===== config.mk =====
export PLATFORM = sky130hd
export DESIGN_NAME = cigar_variant_extractor
export DESIGN_NICKNAME = d
export VERILOG_FILES = /design/src/rtl/cve_pkg.sv /design/src/rtl/cve_datapath.sv /design/src/rtl/cve_ctrl.sv /design/src/rtl/cigar_variant_extractor.sv
export SDC_FILE = /design/constraint.sdc
export NUM_CORES = 1
export LEC_CHECK = 0
export BUFFER_PORTS_ARGS = -buffer_cell sky130_fd_sc_hd__buf_2
export CORE_ASPECT_RATIO = 0.8
export CORE_MARGIN = 2
export CORE_UTILIZATION = 57
export CTS_BUF_LIST = sky130_fd_sc_hd__clkbuf_8
export DETAILED_ROUTE_END_ITERATION = 10
export GPL_ROUTABILITY_DRIVEN = 0
export PLACE_DENSITY_LB_ADDON = 0.08
export RECOVER_POWER = 100
export REMOVE_ABC_BUFFERS = 1
export SYNTH_ARGS = -nofsm -noshare
export SYNTH_HDL_FRONTEND = slang
export SYNTH_SLANG_ARGS = --single-unit
export TNS_END_PERCENT = 5

===== constraint.sdc =====
create_clock -name clock -period 6.89 [get_ports clock]
set_input_delay 0.689 -clock clock [delete_from_list [all_inputs] [get_ports clock]]
set_output_delay 0.689 -clock clock [all_outputs]
set_load 0.05 [all_outputs]

===== src/rtl/cve_pkg.sv =====
`timescale 1ns / 1ps
// ----------------------------------------------------------------------------
// cve_pkg
// Shared types, character codes and base helpers for the variant extractor.
// ----------------------------------------------------------------------------
package cve_pkg;

   localparam int unsigned MAX_RUN = 64;
   localparam int RUN_W = $clog2(MAX_RUN + 1);

   localparam logic [1:0] KIND_BEGIN = 2'd0;
   localparam logic [1:0] KIND_CIGAR = 2'd1;
   localparam logic [1:0] KIND_PAIR  = 2'd2;

   localparam logic [7:0] CH_0  = 8'h30;
   localparam logic [7:0] CH_9  = 8'h39;
   localparam logic [7:0] CH_EQ = 8'h3D;
   localparam logic [7:0] CH_A  = 8'h41;
   localparam logic [7:0] CH_C  = 8'h43;
   localparam logic [7:0] CH_D  = 8'h44;
   localparam logic [7:0] CH_G  = 8'h47;
   localparam logic [7:0] CH_I  = 8'h49;
   localparam logic [7:0] CH_M  = 8'h4D;
   localparam logic [7:0] CH_N  = 8'h4E;
   localparam logic [7:0] CH_T  = 8'h54;
   localparam logic [7:0] CH_U  = 8'h55;
   localparam logic [7:0] CH_LA = 8'h61;
   localparam logic [7:0] CH_LZ = 8'h7A;

   localparam logic [4:0] CODE_MATCH      = 5'd0;
   localparam logic [4:0] CODE_SUBST_BASE = 5'd4;
   localparam logic [4:0] CODE_DEL        = 5'd16;
   localparam logic [4:0] CODE_INS        = 5'd17;
   localparam logic [4:0] CODE_INTRON     = 5'd18;

   typedef struct packed {
      logic [1:0]  kind;
      logic [31:0] start_pos;
      logic        minus_strand;
      logic [7:0]  cigar_byte;
      logic [7:0]  ref_base;
      logic [7:0]  read_base;
   } cve_req_type;

   typedef struct packed {
      logic [31:0] position;
      logic [4:0]  code;
      logic        last;
      logic        error;
   } cve_rsp_type;

   // Follow-up work an accepted item needs after its transfer
   typedef enum logic [2:0] {
      WORK_NONE,
      WORK_PAIR,
      WORK_DEL,
      WORK_DEL_LONG,
      WORK_INS,
      WORK_INTRON
   } cve_work_type;

   // One result-producing step of the datapath
   typedef enum logic [2:0] {
      STEP_NONE,
      STEP_PAIR,
      STEP_DEL,
      STEP_DEL_LONG,
      STEP_INS,
      STEP_N_HEAD,
      STEP_N_TAIL
   } cve_step_type;

   typedef struct packed {
      logic         take;
      cve_step_type step;
   } cve_cmd_type;

   typedef struct packed {
      cve_work_type work;
      logic         run_one;
      logic         out_free;
   } cve_sts_type;

   function automatic logic [7:0] norm_base(input logic [7:0] ch, input logic minus);
      logic [7:0] up;
      logic [7:0] res;
      up = (ch inside {[CH_LA:CH_LZ]}) ? ch - 8'd32 : ch;
      res = up;
      if (minus) begin
         case (up)
            CH_A:       res = CH_T;
            CH_C:       res = CH_G;
            CH_G:       res = CH_C;
            CH_T, CH_U: res = CH_A;
            default:    res = up;
         endcase
      end
      return res;
   endfunction

   // bit 2 set means not one of A, C, G, T
   function automatic logic [2:0] base_idx(input logic [7:0] ch);
      logic [2:0] idx;
      case (ch)
         CH_A:    idx = 3'd0;
         CH_C:    idx = 3'd1;
         CH_G:    idx = 3'd2;
         CH_T:    idx = 3'd3;
         default: idx = 3'd4;
      endcase
      return idx;
   endfunction

   function automatic logic [4:0] subst_code(input logic [7:0] a, input logic [7:0] b);
      logic [2:0] ia;
      logic [2:0] ib;
      logic [4:0] code;
      ia = base_idx(a);
      ib = base_idx(b);
      if (ia[2] || ib[2] || ia == ib) begin
         code = CODE_MATCH;
      end else begin
         code = CODE_SUBST_BASE + 5'(ia[1:0]) * 5'd3
              + ((ib > ia) ? 5'(ib[1:0]) - 5'd1 : 5'(ib[1:0]));
      end
      return code;
   endfunction

endpackage


===== src/rtl/cve_datapath.sv =====
`timescale 1ns / 1ps
// ----------------------------------------------------------------------------
// cve_datapath
// Alignment state, CIGAR decode, position adder and the result register.
// ----------------------------------------------------------------------------
module cve_datapath
   import cve_pkg::*;
(
   input  logic        clock,
   input  logic        reset,
   input  cve_req_type req_payload,
   input  cve_cmd_type cmd,
   output cve_sts_type sts,
   input  logic        rsp_stall,
   output logic        rsp_valid,
   output cve_rsp_type rsp_payload
);

   logic [31:0]      pos_ff, pos_in;
   logic [31:0]      len_ff, len_in;
   logic [31:0]      cols_ff, cols_in;
   logic             strand_ff, strand_in;
   logic [31:0]      oplen_ff, oplen_in;
   logic [RUN_W-1:0] run_ff, run_in;
   logic             pair_hit_ff, pair_hit_in;
   logic [4:0]       pair_code_ff, pair_code_in;
   logic             rsp_valid_ff, rsp_valid_in;
   cve_rsp_type      rsp_ff, rsp_in;

   logic             is_digit;
   logic             is_match;
   logic [35:0]      len_x10;
   logic [31:0]      len_sat;
   logic [7:0]       ref_norm;
   logic [7:0]       read_norm;
   logic [31:0]      pos_addend;
   logic             emit;
   cve_rsp_type      emit_data;
   cve_work_type     work;

   assign is_digit  = req_payload.cigar_byte inside {[CH_0:CH_9]};
   assign is_match  = (req_payload.cigar_byte == CH_M) || (req_payload.cigar_byte == CH_EQ);
   assign len_x10   = {1'b0, len_ff, 3'b000} + {3'b000, len_ff, 1'b0}
                    + 36'(req_payload.cigar_byte - CH_0);
   assign len_sat   = (len_x10[35:32] != 4'd0) ? 32'hFFFF_FFFF : len_x10[31:0];
   assign ref_norm  = norm_base(req_payload.ref_base, strand_ff);
   assign read_norm = norm_base(req_payload.read_base, strand_ff);

   always_comb begin
      work = WORK_NONE;
      case (req_payload.kind)
         KIND_PAIR: work = WORK_PAIR;
         KIND_CIGAR: begin
            if (!is_digit) begin
               case (req_payload.cigar_byte)
                  CH_D: begin
                     if (len_ff == 32'd0) begin
                        work = WORK_NONE;
                     end else if (len_ff > 32'(MAX_RUN)) begin
                        work = WORK_DEL_LONG;
                     end else begin
                        work = WORK_DEL;
                     end
                  end
                  CH_I:    work = WORK_INS;
                  CH_N:    work = WORK_INTRON;
                  default: work = WORK_NONE;
               endcase
            end
         end
         default: work = WORK_NONE;
      endcase
   end

   assign sts.work     = work;
   assign sts.run_one  = (run_ff == RUN_W'(1));
   assign sts.out_free = !rsp_valid_ff || !rsp_stall;

   // one shared adder moves the reference position
   always_comb begin
      pos_addend = 32'd0;
      if (cmd.take) begin
         pos_addend = cols_ff;
      end else begin
         case (cmd.step)
            STEP_PAIR:     pos_addend = (cols_ff != 32'd0) ? 32'd1 : 32'd0;
            STEP_DEL:      pos_addend = 32'd1;
            STEP_DEL_LONG: pos_addend = oplen_ff;
            STEP_N_HEAD:   pos_addend = oplen_ff;
            default:       pos_addend = 32'd0;
         endcase
      end
   end

   always_comb begin
      pos_in       = pos_ff;
      len_in       = len_ff;
      cols_in      = cols_ff;
      strand_in    = strand_ff;
      oplen_in     = oplen_ff;
      run_in       = run_ff;
      pair_hit_in  = pair_hit_ff;
      pair_code_in = pair_code_ff;
      emit         = 1'b0;
      emit_data    = '{position: pos_ff, code: CODE_MATCH, last: 1'b1, error: 1'b0};

      if (cmd.take) begin
         case (req_payload.kind)
            KIND_BEGIN: begin
               pos_in    = req_payload.start_pos;
               strand_in = req_payload.minus_strand;
               len_in    = 32'd0;
               cols_in   = 32'd0;
            end
            KIND_CIGAR: begin
               if (is_digit) begin
                  len_in = len_sat;
               end else begin
                  // skip columns still armed, then act on the operation
                  pos_in   = pos_ff + pos_addend;
                  cols_in  = is_match ? len_ff : 32'd0;
                  len_in   = 32'd0;
                  oplen_in = len_ff;
                  run_in   = len_ff[RUN_W-1:0];
               end
            end
            KIND_PAIR: begin
               pair_hit_in  = (ref_norm != read_norm) && (ref_norm != CH_N)
                            && (read_norm != CH_N);
               pair_code_in = subst_code(ref_norm, read_norm);
            end
            default: ;
         endcase
      end else begin
         case (cmd.step)
            STEP_PAIR: begin
               if (cols_ff == 32'd0) begin
                  emit            = 1'b1;
                  emit_data.error = 1'b1;
               end else begin
                  emit           = pair_hit_ff;
                  emit_data.code = pair_code_ff;
                  pos_in         = pos_ff + pos_addend;
                  cols_in        = cols_ff - 32'd1;
               end
            end
            STEP_DEL: begin
               emit           = 1'b1;
               emit_data.code = CODE_DEL;
               emit_data.last = (run_ff == RUN_W'(1));
               pos_in         = pos_ff + pos_addend;
               run_in         = run_ff - RUN_W'(1);
            end
            STEP_DEL_LONG: begin
               emit            = 1'b1;
               emit_data.code  = CODE_DEL;
               emit_data.error = 1'b1;
               pos_in          = pos_ff + pos_addend;
            end
            STEP_INS: begin
               emit           = 1'b1;
               emit_data.code = CODE_INS;
            end
            STEP_N_HEAD: begin
               emit           = 1'b1;
               emit_data.code = CODE_INTRON;
               emit_data.last = 1'b0;
               pos_in         = pos_ff + pos_addend;
            end
            STEP_N_TAIL: begin
               emit           = 1'b1;
               emit_data.code = CODE_INTRON;
            end
            default: ;
         endcase
      end
   end

   assign rsp_valid_in = emit || (rsp_valid_ff && rsp_stall);
   assign rsp_in       = emit ? emit_data : rsp_ff;

   always_ff @(posedge clock) begin
      if (reset) begin
         pos_ff       <= 32'd0;
         len_ff       <= 32'd0;
         cols_ff      <= 32'd0;
         strand_ff    <= 1'b0;
         rsp_valid_ff <= 1'b0;
      end else begin
         pos_ff       <= pos_in;
         len_ff       <= len_in;
         cols_ff      <= cols_in;
         strand_ff    <= strand_in;
         rsp_valid_ff <= rsp_valid_in;
      end
      oplen_ff     <= oplen_in;
      run_ff       <= run_in;
      pair_hit_ff  <= pair_hit_in;
      pair_code_ff <= pair_code_in;
      rsp_ff       <= rsp_in;
   end

   assign rsp_valid   = rsp_valid_ff;
   assign rsp_payload = rsp_ff;

   a_step_lands : assert property (@(posedge clock) disable iff (reset)
      emit |=> rsp_valid_ff)
      else $error("emitted result did not reach the result register");

   a_error_is_last : assert property (@(posedge clock) disable iff (reset)
      (rsp_valid_ff && rsp_ff.error) |-> rsp_ff.last)
      else $error("error result not marked last");

   a_del_advances : assert property (@(posedge clock) disable iff (reset)
      (!cmd.take && cmd.step == STEP_DEL) |=> pos_ff == $past(pos_ff) + 32'd1)
      else $error("deletion column did not advance position");

endmodule


===== src/rtl/cve_ctrl.sv =====
`timescale 1ns / 1ps
// ----------------------------------------------------------------------------
// cve_ctrl
// Sequencer: takes one item, then steps out its results one per free slot.
// ----------------------------------------------------------------------------
module cve_ctrl
   import cve_pkg::*;
(
   input  logic        clock,
   input  logic        reset,
   input  logic        req_valid,
   output logic        req_stall,
   input  cve_sts_type sts,
   output cve_cmd_type cmd
);

   typedef enum logic [2:0] {
      ST_IDLE,
      ST_PAIR,
      ST_DEL,
      ST_DEL_LONG,
      ST_INS,
      ST_N_HEAD,
      ST_N_TAIL
   } state_type;

   state_type state_ff, state_in;
   logic      req_stall_ff;

   always_comb begin
      state_in = state_ff;
      cmd.take = 1'b0;
      cmd.step = STEP_NONE;
      case (state_ff)
         ST_IDLE: begin
            if (req_valid && !req_stall_ff) begin
               cmd.take = 1'b1;
               case (sts.work)
                  WORK_PAIR:     state_in = ST_PAIR;
                  WORK_DEL:      state_in = ST_DEL;
                  WORK_DEL_LONG: state_in = ST_DEL_LONG;
                  WORK_INS:      state_in = ST_INS;
                  WORK_INTRON:   state_in = ST_N_HEAD;
                  default:       state_in = ST_IDLE;
               endcase
            end
         end
         ST_PAIR: begin
            if (sts.out_free) begin
               cmd.step = STEP_PAIR;
               state_in = ST_IDLE;
            end
         end
         ST_DEL: begin
            if (sts.out_free) begin
               cmd.step = STEP_DEL;
               if (sts.run_one) begin
                  state_in = ST_IDLE;
               end
            end
         end
         ST_DEL_LONG: begin
            if (sts.out_free) begin
               cmd.step = STEP_DEL_LONG;
               state_in = ST_IDLE;
            end
         end
         ST_INS: begin
            if (sts.out_free) begin
               cmd.step = STEP_INS;
               state_in = ST_IDLE;
            end
         end
         ST_N_HEAD: begin
            if (sts.out_free) begin
               cmd.step = STEP_N_HEAD;
               state_in = ST_N_TAIL;
            end
         end
         ST_N_TAIL: begin
            if (sts.out_free) begin
               cmd.step = STEP_N_TAIL;
               state_in = ST_IDLE;
            end
         end
         default: state_in = ST_IDLE;
      endcase
   end

   always_ff @(posedge clock) begin
      if (reset) begin
         state_ff     <= ST_IDLE;
         req_stall_ff <= 1'b1;
      end else begin
         state_ff     <= state_in;
         req_stall_ff <= (state_in != ST_IDLE);
      end
   end

   assign req_stall = req_stall_ff;

   a_step_has_slot : assert property (@(posedge clock) disable iff (reset)
      (cmd.step != STEP_NONE) |-> sts.out_free)
      else $error("result step issued while result register is blocked");

   a_no_take_while_busy : assert property (@(posedge clock) disable iff (reset)
      (state_ff != ST_IDLE) |-> !cmd.take)
      else $error("item taken while a previous item is still in work");

endmodule


===== src/rtl/cigar_variant_extractor.sv =====
`timescale 1ns / 1ps
// ----------------------------------------------------------------------------
// cigar_variant_extractor
// Walks one alignment's CIGAR bytes and base pairs and reports variations.
// ----------------------------------------------------------------------------
//  channel  direction  handshake          payload
//  req      in         req_valid/stall    cve_req_type (begin, CIGAR byte, base pair)
//  rsp      out        rsp_valid/stall    cve_rsp_type (position, code, last, error)
//
//  Begin items, digits and letters without results (M, =, S, H, P, X, ...) need no result step;
//  base pairs and I get a result step, N a head and a tail step, and D of length L a step per
//  base (an error step when overlong); the controller issues one result per cycle into a single
//  result register. Each result step waits while rsp_stall holds a result in that register.
//  Reset is synchronous; req_stall is high during reset and the cycle after it.
// ----------------------------------------------------------------------------
module cigar_variant_extractor
   import cve_pkg::*;
(
   input  logic        clock,
   input  logic        reset,
   input  logic        req_valid,
   output logic        req_stall,
   input  cve_req_type req_payload,
   output logic        rsp_valid,
   input  logic        rsp_stall,
   output cve_rsp_type rsp_payload
);

   cve_cmd_type cmd;
   cve_sts_type sts;

   cve_ctrl u_ctrl (
      .clock     (clock),
      .reset     (reset),
      .req_valid (req_valid),
      .req_stall (req_stall),
      .sts       (sts),
      .cmd       (cmd)
   );

   cve_datapath u_datapath (
      .clock       (clock),
      .reset       (reset),
      .req_payload (req_payload),
      .cmd         (cmd),
      .sts         (sts),
      .rsp_stall   (rsp_stall),
      .rsp_valid   (rsp_valid),
      .rsp_payload (rsp_payload)
   );

endmodule

; Word-level counts from Yosys, hierarchy flattened
; Index checks and enable logic that the tools add are counted.
[classes]
n_addsub = 11
multipliers = 1
magnitude_cmp = 8
n_eq_ne = 53
n_mux = 63
bitwise_logic = 1
n_reduce_logical = 41
[op_table]
columns = operator, count
row1 = $mux W32, 11
row2 = $pmux W32 S2, 4
row3 = $eq A8 B7 Y1 const B, 22
row4 = $pmux W32 S3, 1
row5 = $logic_not A32 Y1, 2
row6 = $pmux W8 S4, 2
row7 = $mux W3, 14
row8 = $add A35 B33 Y36, 1
row9 = $add A36 B36 Y36, 1
row10 = $pmux W3 S4, 3
row11 = $add A32 B32 Y32, 1
row12 = $gt A32 B7 Y1 const B, 1
row13 = $mux W8, 4
row14 = $reduce_bool A32 Y1, 1
row15 = $sub A32 B1 Y32 const B, 1
row16 = $mux W7, 4
row17 = $eq A3 B3 Y1 const B, 8
row18 = $pmux W5 S4, 1
row19 = $eq A3 B2 Y1 const B, 6
row20 = $pmux W3 S6, 1
row21 = $ge A8 B7 Y1 const B, 2
row22 = $le A8 B7 Y1 const B, 2
row23 = $ne A8 B7 Y1 const B, 2
row24 = $sub A8 B6 Y8 const B, 2
row25 = 43 further kinds, 81
[word_totals]
ff_bits = 186
out_inout_bits = 41

; Longest topological paths before layout
[depth]
word_depth = 14
depth_mapped = 21
depth_no_buf = 20

; Hierarchy
; From an unflattened synthesis, not the netlist that was laid out.
[hier_totals]
cells_unflattened = 1535
area_unflattened_um2 = 13530.5
[modules_own_cells]
columns = module, n_inst, cells_each, area_per_inst_um2, seq_area_each_um2
row1 = cve_datapath, 1, 1504, 13271.5, 4484.3
row2 = cve_ctrl, 1, 31, 259.0, 80.1

; Worst setup path after synthesis
; OpenSTA, ideal clock, no wires.
[synth_timing]
path_type = input to register
start = input req_payload[20] in the netlist's numbering
end = register u_datapath.len_ff[12]
arrival_ps = 6494
required_time_ps = 6748
setup_slack_ps = 254
stages = 14
n_path_buf = 1
path_cell_list = ha_1 -> nor3_1 -> fa_1 -> ha_1 -> a21oi_1 -> o21ai_0 -> a31oi_1 -> a41o_2 -> o31ai_4 -> a2111oi_1 -> o21ai_0 -> a211oi_4 -> buf_6 -> a221oi_1
[synth_between]
elab_chain_len = 6
[synth_lines]
columns = element, line
row1 = start: declaration, cigar_variant_extractor.sv:23  ; input cve_req_type req_payload,
row2 = $sub A8 B6 Y9, cve_datapath.sv:44  ; + 36'(req_payload.cigar_byte - CH_0);
row3 = $add A36 B36 Y36, cve_datapath.sv:44
row4 = $reduce_bool A4 Y1, cve_datapath.sv:45  ; assign len_sat = (len_x10[35:32] != 4'd0) ? 32'hFFFF_FFFF : len_x10[31:0];
row5 = $mux W32, cve_datapath.sv:45
row6 = $mux W32 (*), cve_datapath.sv:116  ; if (is_digit) begin
row7 = $pmux W32 S2 (*), cve_datapath.sv:108  ; case (req_payload.kind)
row8 = end signal: assignment, cve_datapath.sv:191  ; len_ff <= len_in;
row9 = end: declaration, cve_datapath.sv:20  ; logic [31:0] len_ff, len_in;
; Every way passes the cells marked *; elsewhere a longest branch is shown, timed or not.
; A chain may end at the register's enable or synchronous reset.

; Final worst setup path
[layout_timing]
start = register u_ctrl.state_ff[0]
end = register u_datapath.pos_ff[4]
[layout_between]
elab_chain_len = 10
[layout_lines]
columns = element, line
row1 = start: declaration, cve_ctrl.sv:27  ; state_type state_ff, state_in;
row2 = start signal: assignment, cve_ctrl.sv:95  ; state_ff <= state_in;
row3 = $eq A3 B3 Y1 (tied with other cells), cve_ctrl.sv:34  ; case (state_ff)
row4 = $pmux W3 S6, cve_ctrl.sv:34
row5 = $eq A3 B2 Y1 or $eq A3 B3 Y1 (tied branches), "cve_datapath.sv:85, cve_datapath.sv:135"
row6 = $reduce_or A2 Y1 (no source line), -
row7 = $pmux W32 S3, cve_datapath.sv:85  ; case (cmd.step)
row8 = $mux W32, cve_datapath.sv:82  ; if (cmd.take) begin
row9 = $add A32 B32 Y32, -
row10 = $mux W32 (on tied branches), "cve_datapath.sv:137, cve_datapath.sv:116"
row11 = $pmux W32 S2 (on tied branches), "cve_datapath.sv:135, cve_datapath.sv:108"
row12 = $mux W32, cve_datapath.sv:107  ; if (cmd.take) begin
row13 = end signal: assignment, cve_datapath.sv:190  ; pos_ff <= pos_in;
row14 = end: declaration, cve_datapath.sv:19  ; logic [31:0] pos_ff, pos_in;
; Parallel ways exist; a longest one is shown, timed or not. The select of a mux whose other input is x is not followed.

==> results.toml <==
[die]
num_rows = 50
ios = 104
start_util_pct = 57.73
die-area_sq_um = 24760
die_h_microns = 141.1
core-area_sq_um = 23210
die_width_microns = 175.4

[sta]
timing.final.max_slew_violations = 231
layout_min_cycle_time_ps = 6000
hold_viol = 0
worst_pin_slew_ps = 2304
period_share_pct = 87.09
fmax_mhz = 166.7
fin_worst_skew_ps = 26.46
setup_violations = 0
max_slew_margin_pct = -53.58
holdWs_ps = 431.0
rsz0062_at_grt = "false"
timing.final.ws_setup_ps = 889.5

[setup_path]
cp_common_cell = "clkbuf_2"
r2r_start = "u_ctrl.state_ff[0]"
crit_arrival_ps = 6430
cp-start-kind = "flop"
max_stage_delay_ps = 1390
critPathCaptureType = "flop"
crit_fanout = 45
crit_path_top_delay_cell = "and2_0"
rrSetupSlack_ps = 890
required_ps = 7320
crit_chain = "nor3b_1 -> and2_0 -> buf_4 -> nand3_1 -> clkbuf_2 -> o21ai_2 -> clkbuf_1 -> o21ai_4 -> clkbuf_2 -> o311ai_0 -> o21ai_0 -> nor2_1"
setup.worst_path.class = "reg -> reg"
reg2reg_depth = 12
startpoint = "u_ctrl.state_ff[0]"
r2r_end = "u_datapath.pos_ff[4]"

[drt]
routed-wl-met3_mm = 2.419
first_pass_iters = 5
ant_nets = 0
top_layer_used = "met4"
vias = 11837
avgViaCountPerCell = 6.159
wl_per_cell_microns = 17.92
first_iter_violations = 1026
wl_met1_mm = 16.88
wl_met2_mm = 14.67
remaining_drc_errors = 0
routed_wl_mm = 34.44

[placement]
place_hpwl_mm = 24.94
numPortBuffers = 103
placedCellCount = 1890
place_ws_ps = 792.9

[run]
max_cap_violations = 7

[synthesis]
synthFlopType = "dfxtp_1"
ys_seq_area_share_pct = 34.06
syn_inst = 1543
yosys.area.top_type = "edfxtp_1"
synth_edf_count = 84
avgSynthCellArea_sq_um = 8.684
ys_types = 82
yosysWarningCount = 0
async_flop_share_pct = 0
synthTopCellsByArea = "edfxtp_1 (19%), dfxtp_1 (15%), ha_1 (8.0%)"
netlist_area_sq_um = 13400
ys_top_cells_by_count = "nand2_1 (157), nor2_1 (156), a21oi_1 (133)"
ys_ff_latch = 186
synth_top_area_share_pct = 18.83
synth_most_common_cell = "nand2_1"

[grt]
grt_pass1_wl_mm = 56.40
grt_pass1_vias = 10905
grt_max_degree = 73
grt.total_usage_pct = 28.30
overflow = 0
antenna_found_initial = 0

[cts]
cts_tree = "yes"
ctsResizeCount = 0
clock_latency_ps = 500
clock-sinks = 186
cts_buffer_depth = 2
cts_hold_buf = 0
postCtsSetupBuffers = 0
cts_root_buf = "clkbuf_8"
cts_buffers = 17
clk_pin_slew_ps = 120
htreeDepth = 4

[power]
power_w = 0.002431
p_leak_nw = 5.888
peakVddDrop_mv = 0.09301
powerDensity_nw_per_um2 = 169.0

[final_layout]
nets = 1782
drive_gt1_share_pct = 7.888
layout.cells.non_filler = 1922
n_antenna_cell = 0
area_growth_pct = 7.377

[worst_hold_path]
worstHoldStart = "req_payload[24]"
hold_end = "u_datapath.strand_ff"
hp-class = "in -> reg"
hold_path_depth = 3

[run_status]
violations = "capacitance limit, slew limit"
run_status = "complete, but fails checks"
==> per-layer routing <==
layer	track usage, %	up-vias
met4	7.482	0
met3	5.340	34
li1	-	5816
met1	41.85	5578
met2	42.54	409
met5	0	-
==> sequential cells by signal, summed over array words and instances, names as in the netlist <==
register and count:
u_ctrl.req_stall 1, u_ctrl.state_ff 3, u_datapath.cols_ff 32, u_datapath.len_ff 32, u_datapath.oplen_ff 32, u_datapath.pair_code_ff 5, u_datapath.pair_hit_ff 1, u_datapath.pos_ff 32
u_datapath.rsp_payload 39, u_datapath.rsp_valid 1, u_datapath.run_ff 7, u_datapath.strand_ff 1
==> metrics by stage <==
stage	TNS, ps	area (sq um)	utilization, %
finish	0	14390	61.99
global route	0	14390	61.99
CTS	0	14500	62.49
detailed placement	0	14120	60.84
global placement	0	14120	60.84
floorplan	-1959	13030	-
==> worst max-delay path by stage <==
stage	endpoint	slack [ps]	cells after the start
2_1_floorplan	u_datapath.len_ff[0]	-80	13
4_1_cts	u_datapath.pair_code_ff[4]	1300	21
6_report	u_datapath.pos_ff[4]	890	12
5_1_grt	u_datapath.len_ff[25]	500	16
3_3_place_gp	u_datapath.pair_code_ff[4]	1070	21
3_5_place_dp	u_datapath.pair_code_ff[4]	790	21
==> worst max-delay path: cells and delay by family, from the launching register on <==
kind,cells,cell delay (ps)
AO/OA/AOI/OAI,4,620
AND/OR/NAND/NOR,4,2150
buffers and inverters,4,2660
flip-flops,1,490
==> power by group <==
group	internal, W	switching [W]	total, W
Combinational	0.000182	0.000302	0.000484
Sequential	0.00118	0.0000320	0.00121
Clock	0.000272	0.000465	0.000737
==> cell families (layout without fill, tap and decap cells) <==
logic type                 count (synthesis)  count (layout)  synth area share (%)
DFF                                      186             186                 34.06
muxes                                      6               6                0.4482
and+or+nand+nor                          509             509                 17.80
buffers and inverters                    149             216                 4.529
AOI/OAI and AO/OA                        494             494                 24.71
xor gates and xnor gates                  76              76                 4.968
adders and majority gates                123             123                 13.48
==> final cells by class <==
type,instances,area [sq um]
inverters,63,236.5
well taps,312,390.4
clock buffers,17,234.0
fillers,2083,8822
repair buffers,121,573.1
flip-flops and latches,186,4564
clock inverters,15,150.1
multi-input cells,1208,8239
==> layout by cell type, fill, tap and decap left out, types with 17 or more instances in the layout <==
cell / count
nand2_1: 157
nor2_1: 154
a21oi_1: 132
dfxtp_1: 102
o21ai_0: 94
ha_1: 86
edfxtp_1: 84
inv_1: 64
buf_2: 60
clkbuf_1: 48
nor3_1: 42
xnor2_1: 42
fa_1: 36
xor2_1: 34
a22o_1: 30
nand3_1: 26
a221oi_1: 25
nor4_1: 24
a31oi_1: 23
a21o_1: 22
a211oi_1: 22
a22oi_1: 21
clkbuf_8: 17
(Power assumes the default switching activity.)
